==> src/rtl/cdt_queue.sv <==
// Two-entry job queue between front and back ends.
// Depends on nothing beyond its WIDTH parameter.
`default_nettype none
module cdt_queue #(
  parameter int WIDTH = 1
) (
  input  wire logic             clk,
  input  wire logic             rst,
  input  wire logic             push_valid,
  output logic                  push_ready,
  input  wire logic [WIDTH-1:0] push_data,
  output logic                  pop_valid,
  input  wire logic             pop_ready,
  output logic [WIDTH-1:0]      pop_data
);
  logic [WIDTH-1:0] mem [2];
  logic       wr_ptr;
  logic       rd_ptr;
  logic [1:0] count;
  logic       push;
  logic       pop;

  assign push_ready = count != 2'd2;
  assign pop_valid = count != 2'd0;
  assign pop_data = mem[rd_ptr];
  assign push = push_valid && push_ready;
  assign pop = pop_valid && pop_ready;

  always_ff @(posedge clk) begin
    if (push) mem[wr_ptr] <= push_data;
  end

  always_ff @(posedge clk) begin
    if (rst) begin
      wr_ptr <= 1'b0;
      rd_ptr <= 1'b0;
      count <= '0;
    end else begin
      if (push) wr_ptr <= ~wr_ptr;
      if (pop) rd_ptr <= ~rd_ptr;
      if (push && !pop) count <= count + 2'd1;
      else if (pop && !push) count <= count - 2'd1;
    end
  end
endmodule
`default_nettype wire

==> config.mk <==
export PLATFORM = sky130hd
export DESIGN_NAME = cdt_queue
export DESIGN_NICKNAME = d
export VERILOG_FILES = /design/src/rtl/cdt_queue.sv
export SDC_FILE = /design/constraint.sdc
export NUM_CORES = 1
export LEC_CHECK = 0
export BUFFER_PORTS_ARGS = -buffer_cell sky130_fd_sc_hd__buf_2
export CAP_MARGIN = 15
export CORE_AREA = 4 4 41 43
export CTS_CLUSTER_DIAMETER = 40
export DETAILED_ROUTE_END_ITERATION = 8
export DIE_AREA = 0 0 45 47
export GPL_TIMING_DRIVEN = 1
export SYNTH_ARGS = -nofsm -noshare
export SYNTH_HDL_FRONTEND = slang
export SYNTH_SLANG_ARGS = --single-unit
==> constraint.sdc <==
create_clock -name clk -period 3.8 [get_ports clk]
set_input_delay 0.19 -clock clk [delete_from_list [all_inputs] [get_ports clk]]
set_output_delay 0.19 -clock clk [all_outputs]
set_load 0.02 [all_outputs]
; Word level (Yosys, flattened, before mapping)
; Memory sizes are Yosys's and may differ from the RTL's. A register that Yosys moved wholly into a read port is not among the register bits.
; Cells that the tools add are included.
; Widths: inputs -> output; s select.
[totals]
register_bits = 4
mem_bits_rw = 2
input_bits = 5
output_inout_bits = 3
elab_cells = 23
mem_count = 1
[memory_table]
columns = memory, words, width, rd, rd_clocked_by_memory_dff, write_ports, line_no
row1 = mem, 2, 1, 1, 1, 1, 16  ; logic [WIDTH-1:0] mem [2];
[op_classes]
add_sub_neg = 2
eq_ne = 1
n_mux = 6
bitwise_logic = 2
reduce_logical = 8
[op_table]
columns = cell, n
row1 = $logic_and 1x1->1, 4
row2 = $mux 1, 4
row3 = $mux 2, 2
row4 = $reduce_bool 2->1, 2
row5 = $add 2x1->2 const B, 1
row6 = $logic_not 1->1, 2
row7 = $ne 2x2->1 const B, 1
row8 = $not 1->1, 2
row9 = $sub 2x1->2 const B, 1

; Longest topological paths before layout
[logic_depth]
word_depth = 6
ltp_mapped = 6
ltp_nobuf = 6

; Worst setup path after synthesis
; OpenSTA, ideal clock, no wires.
[synth_path]
kind = flip-flop to flip-flop
startpoint = register count[0]
endpoint = register count[1]
setup_time_ns = 0.070
arrival_time_ns = 1.595
required_ns = 3.730
slack_ns = 2.135
path_stages_with_launch = 6
n_path_buf = 0
period_less_slack_ns = 1.665
path_cell_list = dfxtp_1 -> nand2b_1 -> and2_1 -> ha_1 -> or3_1 -> a21oi_1
[synth_between]
elab_chain_len = 5
word_cells_on_any_way = 13
cone_classes = add/sub (2) / eq/ne (1) / mux (2) / reduce/logical (8)
[synth_rtl]
columns = item, line_no
row1 = from (decl), 19  ; logic [1:0] count;
row2 = from (signal assigned), 41  ; if (push && !pop) count <= count + 2'd1;
row3 = from (signal assigned), 42  ; else if (pop && !push) count <= count - 2'd1;
row4 = $ne 2x2->1 *, 23  ; assign push_ready = count != 2'd2;
row5 = via push_ready, 10  ; output logic push_ready,
row6 = $logic_and 1x1->1 *, 26  ; assign push = push_valid && push_ready;
row7 = via push, 20  ; logic push;
row8 = $logic_not 1->1, 42
row9 = $logic_and 1x1->1, 42
row10 = $reduce_bool 2->1 (no line), -
; Mark *: on every way through the listed nets, which the timed path passes. The rest lies on a longest branch. The select of a mux whose other input is x is not followed.
; A chain may end at the register's enable or synchronous reset.

; Worst setup path after layout
[layout_path]
startpoint = register count[0]
endpoint = register count[1]
[layout_between]
elab_chain_len = 5
word_cells_on_any_way = 13
cone_classes = add/sub (2) / eq/ne (1) / mux (2) / reduce/logical (8)
[layout_rtl]
columns = item, line_no
row1 = $ne 2x2->1 *, 23
row2 = $logic_and 1x1->1 *, 26
row3 = via push, 20
row4 = $logic_not 1->1, 42
row5 = $logic_and 1x1->1, 42
row6 = $reduce_bool 2->1 (no line), -
; Marks and branches as above.

==> results.txt <==
FF-to-FF End: count[1]
Arrival @ worst endpoint: 1.79 ns
Gr usage total: 0.0634
FF+latch count, synth: 7
Min Tclk post-route: 1.61 ns
Routed wire length on met2: 221 um
Sequential fraction of design power: 0.398
Die Ht: 47 um
Fin Setup TNS: 0 ns
Asr flop ratio synth: 0
Crit Path Class: register to register
Final Net Count: 45
Gates resized, CTS repair: 0
Slew headroom: 0.787
Hold slack: 0.143 ns
Hpwl dp: 412 um
Max Clk Rate: 619 MHz
Crit end category: register
Final setup violation count: 0
Worst reg2reg startpoint: count[0]
Min-delay worst type: input port to register
Number of distinct library cells after synthesis: 16
Placed Area: 348 sq um
Starting DRT DRC Count: 3
Switching share of total power: 0.345
Gpl congestion: 0.611
RSZ-0062 raised after global routing: false
Mapped Cells: 27
Total of max-cap violations: 0
Clock sinks: 7
Final wirelength: 514 um
Comb power frac: 0.372
Initial core utilization: 0.226
Pre-Repair DR Iteration Count: 2
R2R Setup Slk: 2.19 ns
Seq/Total Area, Yosys: 0.545
Post-synth top cells: 5 x dfxtp_1, 3 x nor2_1, 3 x xor2_1
Final cycle utilization of the critical path: 0.425
Vias post-DR: 218
Hold_buf cts: 0
Main synth FF type: dfxtp_1
CTS tree: yes
Status: finished clean
Die area: 0.00212 sq mm
Mapped cell area: 294 sq um
Clk Latency, worst-skew pair: 0.24 ns
Mapped Nets: 33
Core Region: 0.00130 sq mm
Wl on met1: 225 um
Psw: 0.0994 mW
Pin count of the biggest net entering global routing: 6
Final instance area: 374 sq um
Syn Area/Cell: 10.9 sq um
Fillers: 150
Hold Path End: mem[0]
Chip width: 45 um
Row cnt: 13
Worst-path maximum fanout: 5
Synthesis-to-layout area growth: 27.2%
# H-tree levels: 1
DRC: 0
Top post-synthesis cells by area: dfxtp_1 34%, edfxtp_1 20%, xor2_1 8.9%
# diodes: 0
First-pass GRT wire length: 814 um
Uppermost routed layer: met4
Clock power frac: 0.230
CP Data Required Time: 3.98 ns
VDD IR-drop max: 0.000228 V
Clk root buf: clkbuf_4
Int Power: 0.189 mW
Final Hold Fails: 0
Number of routed nets with antenna violations: 0
Routed WL per cell: 9.70 um
Most area-hungry cell type in the Yosys netlist: dfxtp_1
Clock slew at reported path FFs: 0.05 ns
Hold path depth: 1
Power, Total: 0.288 mW
Static leakage: 0.167 nW
YS warnings: 0
Worst-margin pin slew: 0.316 ns
CTS Buf Count: 3
Initial antenna violation count: 0
Clk_skew: 0.00144 ns
Synth top area share: 0.340
IO Pins: 8
Vias in the first global route: 192
Storage element area: 160 sq um
Type of origin of the critical path: register
Clk buf depth: 2
FF-to-FF path depth: 5
Vias per inst: 4.11
EDFF count, synth: 2
PD cells: 770 mW/mm^2
Count leader, synth: dfxtp_1
Hold Startpoint: push_data
Area occupied by multi-input gates: 130 sq um
Port Buffer Count: 7
Layout cell share with drive strength beyond 1: 0.342
Gr ovfl total: 0
Setup bufs post-CTS: 0
Met3 WL: 57 um
Slew Limit Fails: 0
-- cell usage in the layout, fill, tap and decap left out --
cell type | netlist | routed
buf_2 | 0 | 7
dfxtp_1 | 5 | 5
xor2_1 | 3 | 3
nor2_1 | 3 | 3
clkbuf_4 | 0 | 3
o21ai_0 | 2 | 2
a21oi_1 | 2 | 2
edfxtp_1 | 2 | 2
nand2b_1 | 1 | 1
and2_1 | 1 | 1
or2_2 | 1 | 1
mux2_2 | 1 | 1
and3_1 | 1 | 1
nand3b_1 | 1 | 1
inv_1 | 1 | 1
a21bo_2 | 1 | 1
or3_1 | 1 | 1
ha_1 | 1 | 1
clkbuf_1 | 0 | 1
-- metrics by stage --
stage / instances / worst slack [ns] / util
after floorplan: 27 / 2.13 / -
after global placement: 49 / 2.21 / 0.267
after detailed placement: 49 / 2.20 / 0.267
after CTS: 53 / 2.18 / 0.288
after global routing: 53 / 2.06 / 0.288
final: 53 / 2.19 / 0.288
-- final cells by class --
cell class,instances,area share
Inverter,1,0.0100
Multi-Input combinational cell,19,0.348
Sequential cell,7,0.428
Clock buffer,4,0.0702
Timing Repair Buffer,7,0.0936
Tap cell,15,0.0502
-- worst max path at each step --
stage              from  slack, ns  cells past startpoint       end
2_1_floorplan  count[0]       2.13                      5  count[1]
3_3_place_gp   count[0]       2.21                      5  count[1]
3_5_place_dp   count[0]       2.20                      5  count[1]
4_1_cts        count[0]       2.18                      5  count[1]
5_1_grt        count[0]       2.06                      6  count[1]
6_report       count[0]       2.19                      5  count[1]
-- power by group through the flow --
stage | sequential [mW] | combinational [mW] | clock (mW)
after floorplan | 0.112 | 0.0847 | 0
after global placement | 0.115 | 0.107 | 0
after detailed placement | 0.116 | 0.108 | 0
after CTS | 0.115 | 0.109 | 0.0702
after global routing | 0.118 | 0.120 | 0.0747
final | 0.115 | 0.107 | 0.0662
-- per-layer routing --
metal / global-route usage / vias up
met5: 0 / -
met4: 0.0877 / 0
met3: 0.0421 / 2
met2: 0.0791 / 6
met1: 0.0598 / 93
li1: - / 117
-- cell families after synthesis --
family | share of synthesized area
adder cells (fa/ha/maj) | 0.0425
flip-flops | 0.545
XOR/XNOR | 0.0894
AND/OR/NAND/NOR | 0.170
AO/OA/AOI/OAI | 0.102
buffers and inverters | 0.0128
multiplexers | 0.0383
-- worst max-delay path, stage by stage, from the launching register on --
cell	delay (ns)
dfxtp_1	0.35
nand2b_1	0.21
and2_1	0.18
ha_1	0.32
or3_1	0.35
a21oi_1	0.14
No activity file was read; power rests on OpenSTA's default activity.
