**config.mk**
```make
export PLATFORM = sky130hd
export DESIGN_NAME = cdt_front_flat
export DESIGN_NICKNAME = d
export VERILOG_FILES = /design/src/rtl/cdt_pkg.sv /design/src/rtl/cdt_if.sv /design/src/rtl/cdt_front.sv /design/src/flat_wrapper.sv
export SDC_FILE = /design/constraint.sdc
export NUM_CORES = 2
export LEC_CHECK = 0
export ABC_AREA = 0
export CAP_MARGIN = 20
export CORE_AREA = 2 2 434 436
export DETAILED_ROUTE_END_ITERATION = 10
export DIE_AREA = 0 0 436 438
export DONT_BUFFER_PORTS = 1
export PLACE_DENSITY = 0.53
export SYNTH_ARGS = -nofsm -noshare
export SYNTH_HDL_FRONTEND = slang
export SYNTH_SLANG_ARGS = --single-unit
```
**constraint.sdc**
```tcl
create_clock -name clk -period 7 [get_ports clk]
set_input_delay 0.7 -clock clk [delete_from_list [all_inputs] [get_ports clk]]
set_output_delay 0.7 -clock clk [all_outputs]
set_load 0.005 [all_outputs]
```
**src/rtl/cdt_pkg.sv**
```systemverilog
// Package for the call stack de-duplication table.
// Field widths, default sizes and result status codes; no dependencies.
`default_nettype none
package cdt_pkg;
  localparam int ADDR_W = 64;
  localparam int ID_W = 16;
  localparam int TABLE_SLOTS_DEF = 64;
  localparam int STACK_DEPTH_DEF = 16;

  typedef enum logic [1:0] {
    ST_MATCHED  = 2'd0,
    ST_INSERTED = 2'd1,
    ST_FULL     = 2'd2,
    ST_DEEP     = 2'd3
  } status_t;
endpackage
`default_nettype wire

```
**src/rtl/cdt_if.sv**
```systemverilog
// Valid/ready channel interfaces for frames in and results out.
// Depends on cdt_pkg for field widths.
`default_nettype none
interface cdt_in_if;
  logic                      valid;
  logic                      ready;
  logic [cdt_pkg::ADDR_W-1:0] frame_addr;
  logic [cdt_pkg::ID_W-1:0]   stack_id;
  logic                      last_frame;
  modport source(output valid, frame_addr, stack_id, last_frame, input ready);
  modport sink(input valid, frame_addr, stack_id, last_frame, output ready);
endinterface

`default_nettype wire

```
**src/rtl/cdt_front.sv**
```systemverilog
// Front end: gathers frames into the incoming stack and emits one job per stack.
// Depends on cdt_pkg and cdt_in_if.
`default_nettype none
module cdt_front #(
  parameter int STACK_DEPTH = cdt_pkg::STACK_DEPTH_DEF
) (
  input  wire logic clk,
  input  wire logic rst,
  cdt_in_if.sink    frames,
  output logic      job_valid,
  input  wire logic job_ready,
  output logic [STACK_DEPTH*cdt_pkg::ADDR_W+cdt_pkg::ID_W:0] job_data
);
  localparam int FW = $clog2(STACK_DEPTH + 1);
  localparam int IW = (STACK_DEPTH > 1) ? $clog2(STACK_DEPTH) : 1;
  localparam int AW = cdt_pkg::ADDR_W;

  logic [FW-1:0] fcount;
  logic          ovf;
  logic [AW-1:0] inc [STACK_DEPTH];
  logic [STACK_DEPTH*AW-1:0] stack_flat;
  logic          room;
  logic          fire;

  assign frames.ready = job_ready;
  assign fire = frames.valid && frames.ready;
  assign room = fcount < FW'(STACK_DEPTH);
  assign job_valid = frames.valid && frames.last_frame;

  always_comb begin
    for (int k = 0; k < STACK_DEPTH; k++) begin
      stack_flat[k*AW +: AW] = (room && fcount == FW'(k)) ? frames.frame_addr : inc[k];
    end
  end

  assign job_data = {ovf || !room, frames.stack_id, stack_flat};

  always_ff @(posedge clk) begin
    if (rst) begin
      fcount <= '0;
      ovf <= 1'b0;
      for (int k = 0; k < STACK_DEPTH; k++) inc[k] <= '0;
    end else if (fire) begin
      if (frames.last_frame) begin
        fcount <= '0;
        ovf <= 1'b0;
        for (int k = 0; k < STACK_DEPTH; k++) inc[k] <= '0;
      end else if (room) begin
        inc[fcount[IW-1:0]] <= frames.frame_addr;
        fcount <= fcount + FW'(1);
      end else begin
        ovf <= 1'b1;
      end
    end
  end
endmodule
`default_nettype wire

```
**src/flat_wrapper.sv**
```systemverilog
// flat-port wrapper written by rule: the top's interface ports become plain ports
module cdt_front_flat 
#(
  parameter int STACK_DEPTH = cdt_pkg::STACK_DEPTH_DEF
)
  (clk, rst, job_valid, job_ready, job_data, frames_valid, frames_frame_addr, frames_stack_id, frames_last_frame, frames_ready);
  cdt_in_if frames_i ();
  input  wire logic clk;
  input  wire logic rst;
  output logic job_valid;
  input  wire logic job_ready;
  output logic [STACK_DEPTH*cdt_pkg::ADDR_W+cdt_pkg::ID_W:0] job_data;
  input wire logic [$bits(frames_i.valid)-1:0] frames_valid;
  input wire logic [$bits(frames_i.frame_addr)-1:0] frames_frame_addr;
  input wire logic [$bits(frames_i.stack_id)-1:0] frames_stack_id;
  input wire logic [$bits(frames_i.last_frame)-1:0] frames_last_frame;
  output wire logic [$bits(frames_i.ready)-1:0] frames_ready;
  assign frames_i.valid = frames_valid;
  assign frames_i.frame_addr = frames_frame_addr;
  assign frames_i.stack_id = frames_stack_id;
  assign frames_i.last_frame = frames_last_frame;
  assign frames_ready = frames_i.ready;
  cdt_front #(.STACK_DEPTH(STACK_DEPTH)) u_core (.clk(clk), .rst(rst), .frames(frames_i), .job_valid(job_valid), .job_ready(job_ready), .job_data(job_data));
endmodule
```
======== Word-level counts from Yosys, hierarchy flattened ========
Memory sizes are Yosys's and may differ from the RTL's.
Index checks and enable logic that the tools add are counted.
cells by class
  add/subtract/negate cells ............... 1
  multipliers ............................. 0
  divide/modulo/power cells ............... 0
  order comparisons ....................... 1
  equality and inequality tests ........... 16
  shifts and indexed selects .............. 0
  muxes and demuxes ....................... 50
  bitwise logic cells ..................... 16
  reductions and logical operators ........ 25
operators by type and width
  operator                                                               count
  64-bit two-way mux                                                     33
  64-bit OR reduction                                                    1
  5-bit by 4-bit equality test with 1-bit output, second input constant  8
  5-bit by 3-bit equality test with 1-bit output, second input constant  4
  1-bit logical AND                                                      18
  1-bit OR                                                               16
  1-bit two-way mux                                                      14
  5-bit by 2-bit equality test with 1-bit output, second input constant  2
  5-bit two-way mux                                                      2
  5-bit by 1-bit adder with 5-bit output, second input constant          1
  5-bit by 1-bit equality test with 1-bit output, second input constant  1
  5-bit logical NOT                                                      1
  5-bit less-than comparator, second input constant                      1
  4-bit two-way mux                                                      1
  2-bit AND reduction                                                    2
  2-bit != test, second input constant                                   1
  2-bit nonzero test                                                     1
  1-bit logical NOT                                                      1
  1-bit logical OR                                                       1
word-level totals
  bits in registers ....................... 6
  bits in latches ......................... 0
  bits in writable memories ............... 1024
  ROM bits ................................ 0
  input bits .............................. 85
  output and inout bits ................... 1043
  word-level logic and storage cells ...... 112
  memories kept ........................... 1
memories
  name        words  width  rd ports  clocked after Yosys merged registers in  write ports  RTL line         text
  u_core.inc  16     64     16        0                                        16           cdt_front.sv:20  logic [AW-1:0] inc [STACK_DEPTH];

======== Logic depth before layout (Yosys ltp) ========
  word-level depth ........................ 8
  mapped depth ............................ 8
  mapped depth without buffers ............ 5

======== Least setup slack after synthesis ========
Ideal clock, no wire load.
  path kind ............................... input port to flip-flop
  from .................................... input job_ready
  to ...................................... memory u_core.inc[0][0] in the netlist's numbering, enable pin
  library setup time ...................... 0.574 ns
  data arrival time ....................... 6.024 ns
  data required time ...................... 6.426 ns
  path slack .............................. 0.402 ns
  cell stages on the path ................. 6
  path buffers ............................ 3
  cell sequence ........................... nor4bb_1 > buf_2 > nand3b_1 > buf_2 > buf_2 > o21ai_0
RTL lines
  what         RTL line            text
  from (decl)  flat_wrapper.sv:11  input wire logic job_ready;
  to (decl)    cdt_front.sv:20

======== Final worst setup path ========
  from .................................... register u_core.fcount[3]
  to ...................................... output job_data[591] in the netlist's numbering
on the way
  word-level cells in the longest chain between the ends .. 3
  elaborated cells between the ends (all ways) .. 4
  classes of those cells .................. order compare (1); eq/ne (1); mux (1); reduce/logical (1)
RTL lines
  what                                                                                          RTL line                          text
  from (decl)                                                                                   cdt_front.sv:18                   logic [FW-1:0] fcount;
  from (signal assigned)                                                                        cdt_front.sv:50                   fcount <= fcount + FW'(1);
  5-bit less-than comparator or 5-bit by 4-bit equality test with 1-bit output (tied branches)  cdt_front.sv:27, cdt_front.sv:32
  1-bit logical AND (*)                                                                         cdt_front.sv:32                   stack_flat[k*AW +: AW] = (room && fcount == FW'(k)) ? frames.frame_addr : inc[k];
  64-bit two-way mux (*)                                                                        cdt_front.sv:32
  to (decl)                                                                                     flat_wrapper.sv:12                output logic [STACK_DEPTH*cdt_pkg::ADDR_W+cdt_pkg::ID_W:0] job_data;
Mark *: on every way between the ends. The rest lies on a longest branch, timed or not.

==> metrics.yaml <==
synthTopCellsByCount: "nor2_1, edfxtp_1, mux2_2"
status: "complete, but fails checks"
numCtsBuffers: 117
p_clk_share_pct: 43.8
fin_crit_ns: 4.57
leakage_nw: 18.7
muxShareOfSynthArea_pct: 23.0
ys_warn_count: 0
cap_violations: 0
gr-usage-all-layers_pct: 22.5
synth_top_area_share_pct: 61.2
detailed_place_hpwl_microns: 150000
start_util_pct: 26.9
synth_edf_count: 1024
r2r_start: "u_core.fcount[0]"
fin_setup_tns_ns: 0
fmax_mhz: 219
ff2ff_setup_slack_ns: 3.16
synth_area_leaders: "edfxtp_1, mux2_2, nor2_1"
max_slew_margin_pct: -3.06
cts_resized: 0
grt_start_max_net_pins: 160
avgViaCountPerCell: 5.15
cp_cell_sequence: "nor3b_1 -> and2_4 -> buf_4 -> mux2_2"
end_kind: "primary output"
gp_congestion: 0.869
synth-simple-area-share_pct: 10.1
irDropWorstVdd_v: 0.000212
fin_crit_sh_pct: 65.2
path_delay_family: "simple AND/OR/NAND/NOR gates"
layout-drive-gt1-share_pct: 35.1
reg2reg_to: "u_core.inc[10][14]"
powerDensity_nw_per_um2: 258
setup_viol: 0
synth_xor_xnor_area_share_pct: 0
arrival_ns: 3.87
rsz0062_at_grt: "no"
final-max-slew-violation-count: 42
drt_wl_total_microns: 225000
clk_path_buf_depth: 3
syn_avg_cell_area_sq_um: 13.2
seqPwrFrac_pct: 49.9
grt_remaining_overflow: 0
row_count: 159
synthFlopType: "edfxtp_1"
ys_types: 31
hold_viol_final: 0
post_drt_wl_per_cell_microns: 36.3
die_h_microns: 438
syn_inst: 3820
clk_pin_slew_worst_paths_ns: 0.06
total_power_w: 0.0143
critPathMaxStageDelay_ns: 0.78
syn-num-nets: 3910
intPower_w: 0.0109
switchingPower_w: 0.00344
port_buffers: 0
syn_area_sq_um: 50200
coreArea_sq_um: 187000
synth_compound_area_share_pct: 0.276
drc_errors: 0
crit_type: "flop to primary output"
synthArstFlopShare_pct: 0
sw_frac_of_total_pct: 24.0
cts_hold_buffers: 1
start_kind: "flop"
endpoint: "job_data[591]"
crit_cells: 4
crit_start: "u_core.fcount[3]"
ios: 1128
crit_buf_inv: 1
ant_nets: 0
num_vias: 31900
pwr-share-comb_pct: 6.3
failed_checks: "slew limit"
grt_pass1_wl_microns: 295000
postCtsSetupRepairBufs: 0
clock-root-buffer: "clkbuf_16"
clock_skew_ns: 0.0535
ys_seq_area_share_pct: 61.4
final_nets: 3690
dr.pass1.iters: 5
crit_required_ns: 6.30
clkSinkCount: 1030
synth.most_common_cell: "nor2_1"
grt_pass1_vias: 30700
worst-path-max-fanout: 47
die_w_microns: 436
synthAdderAreaFrac_pct: 0.125
cp_slowest_cell: "buf_4"
tightest_slew_ns: 1.55
ys_ff_latch: 1030
clock_latency_ns: 0.79
htreeDepth: 3
r2r_cells: 7
cts_tree: "built"
dr.first_iter.drc_count: 3442
synth_top_family_by_area: "multiplexers"
die_area_sq_um: 191000
hold_class: "primary input to flop"
area_growth_pct: 10.6
antenna_found_initial: 12
yosys.area.top_type: "edfxtp_1"
[power groups by stage]
| stage | sequential (W) | combinational, W | clock, W |
|---|---|---|---|
| CTS | 0.00716 | 0.000920 | 0.00639 |
| detailed placement | 0.00729 | 0.000914 | 0 |
| finish | 0.00716 | 0.000902 | 0.00628 |
| floorplan | 0.00728 | 0.000583 | 0 |
| global placement | 0.00728 | 0.000913 | 0 |
| global route | 0.00718 | 0.000927 | 0.00659 |
[final cells by class]
| class | instances | area, sq um |
|---|---|---|
| fill | 19000 | 131000 |
| sequential | 1030 | 30900 |
| multi-input combinational | 2382 | 17100 |
| tap | 2495 | 3120 |
| clock buffer | 140 | 3040 |
| clock inverter | 75 | 783 |
| timing repair buffer | 65 | 616 |
| inverter | 4 | 15.0 |
| antenna | 5 | 12.5 |
[stage by stage]
step                cells  util (%)  hold WS [ns]  area (sq um)  worst slack (ns)
floorplan            3820         -         0.450         50200             0.402
CTS                  6191      29.8        0.0275         55600              2.32
global placement     5974      27.7         0.468         51700              3.14
global route         6192      29.8        0.0682         55600              2.25
detailed placement   5975      27.7         0.471         51700              3.11
finish               6196      29.8         0.100         55600              2.43
[sequential cells by signal, indices dropped and copies added (netlist names)]
signal and flops:
u_core.inc 1024, u_core.fcount 5, u_core.ovf 1
[worst min path at each step]
stage,start,to,slack (ns),depth (start not counted)
2_1_floorplan,u_core.ovf,u_core.ovf,0.45,2
5_1_grt,frames_last_frame,u_core.fcount[2],0.07,2
3_3_place_gp,u_core.ovf,u_core.ovf,0.47,2
6_report,frames_valid,u_core.ovf,0.10,2
3_5_place_dp,u_core.ovf,u_core.ovf,0.47,2
4_1_cts,frames_valid,u_core.ovf,0.03,2
[per-layer routing]
| layer | part of all wire, % | routed length, microns | GRT usage (%) | up-vias |
|---|---|---|---|---|
| met4 | 4.5 | 10000 | 8.92 | 0 |
| met5 | 0 | 0 | 0 | - |
| li1 | - | - | - | 13000 |
| met1 | 38 | 86200 | 27.4 | 16800 |
| met3 | 8.1 | 18100 | 5.47 | 363 |
| met2 | 49 | 110000 | 38.1 | 1776 |
[placed cells by master (no fill, tap or decap), drive strengths merged]
cell	instances
a21oi	2
nor2b	4
nor3	1
nor3b	1
o21ai	19
ha	5
nand2	266
clkinvlp	5
nand3	1
and2	11
or2	2
edfxtp	1024
mux2	1024
clkinv	53
a31oi	4
or4	1
bufinv	13
nor2	1026
nand2b	1
dlygate4sd3	1
nand3b	5
nor4bb	1
nand4b	1
dfxtp	6
clkbuf	140
and3b	1
buf	64
a211o	1
diode	5
inv	8
and3	5
[cell families after synthesis]
logic type,after synthesis
AOI/OAI and AO/OA,26
adders and majority gates,5
and+or+nand+nor,1327
buffers and inverters,408
DFF,1030
muxes,1024
No activity file was read; power rests on OpenSTA's default activity.
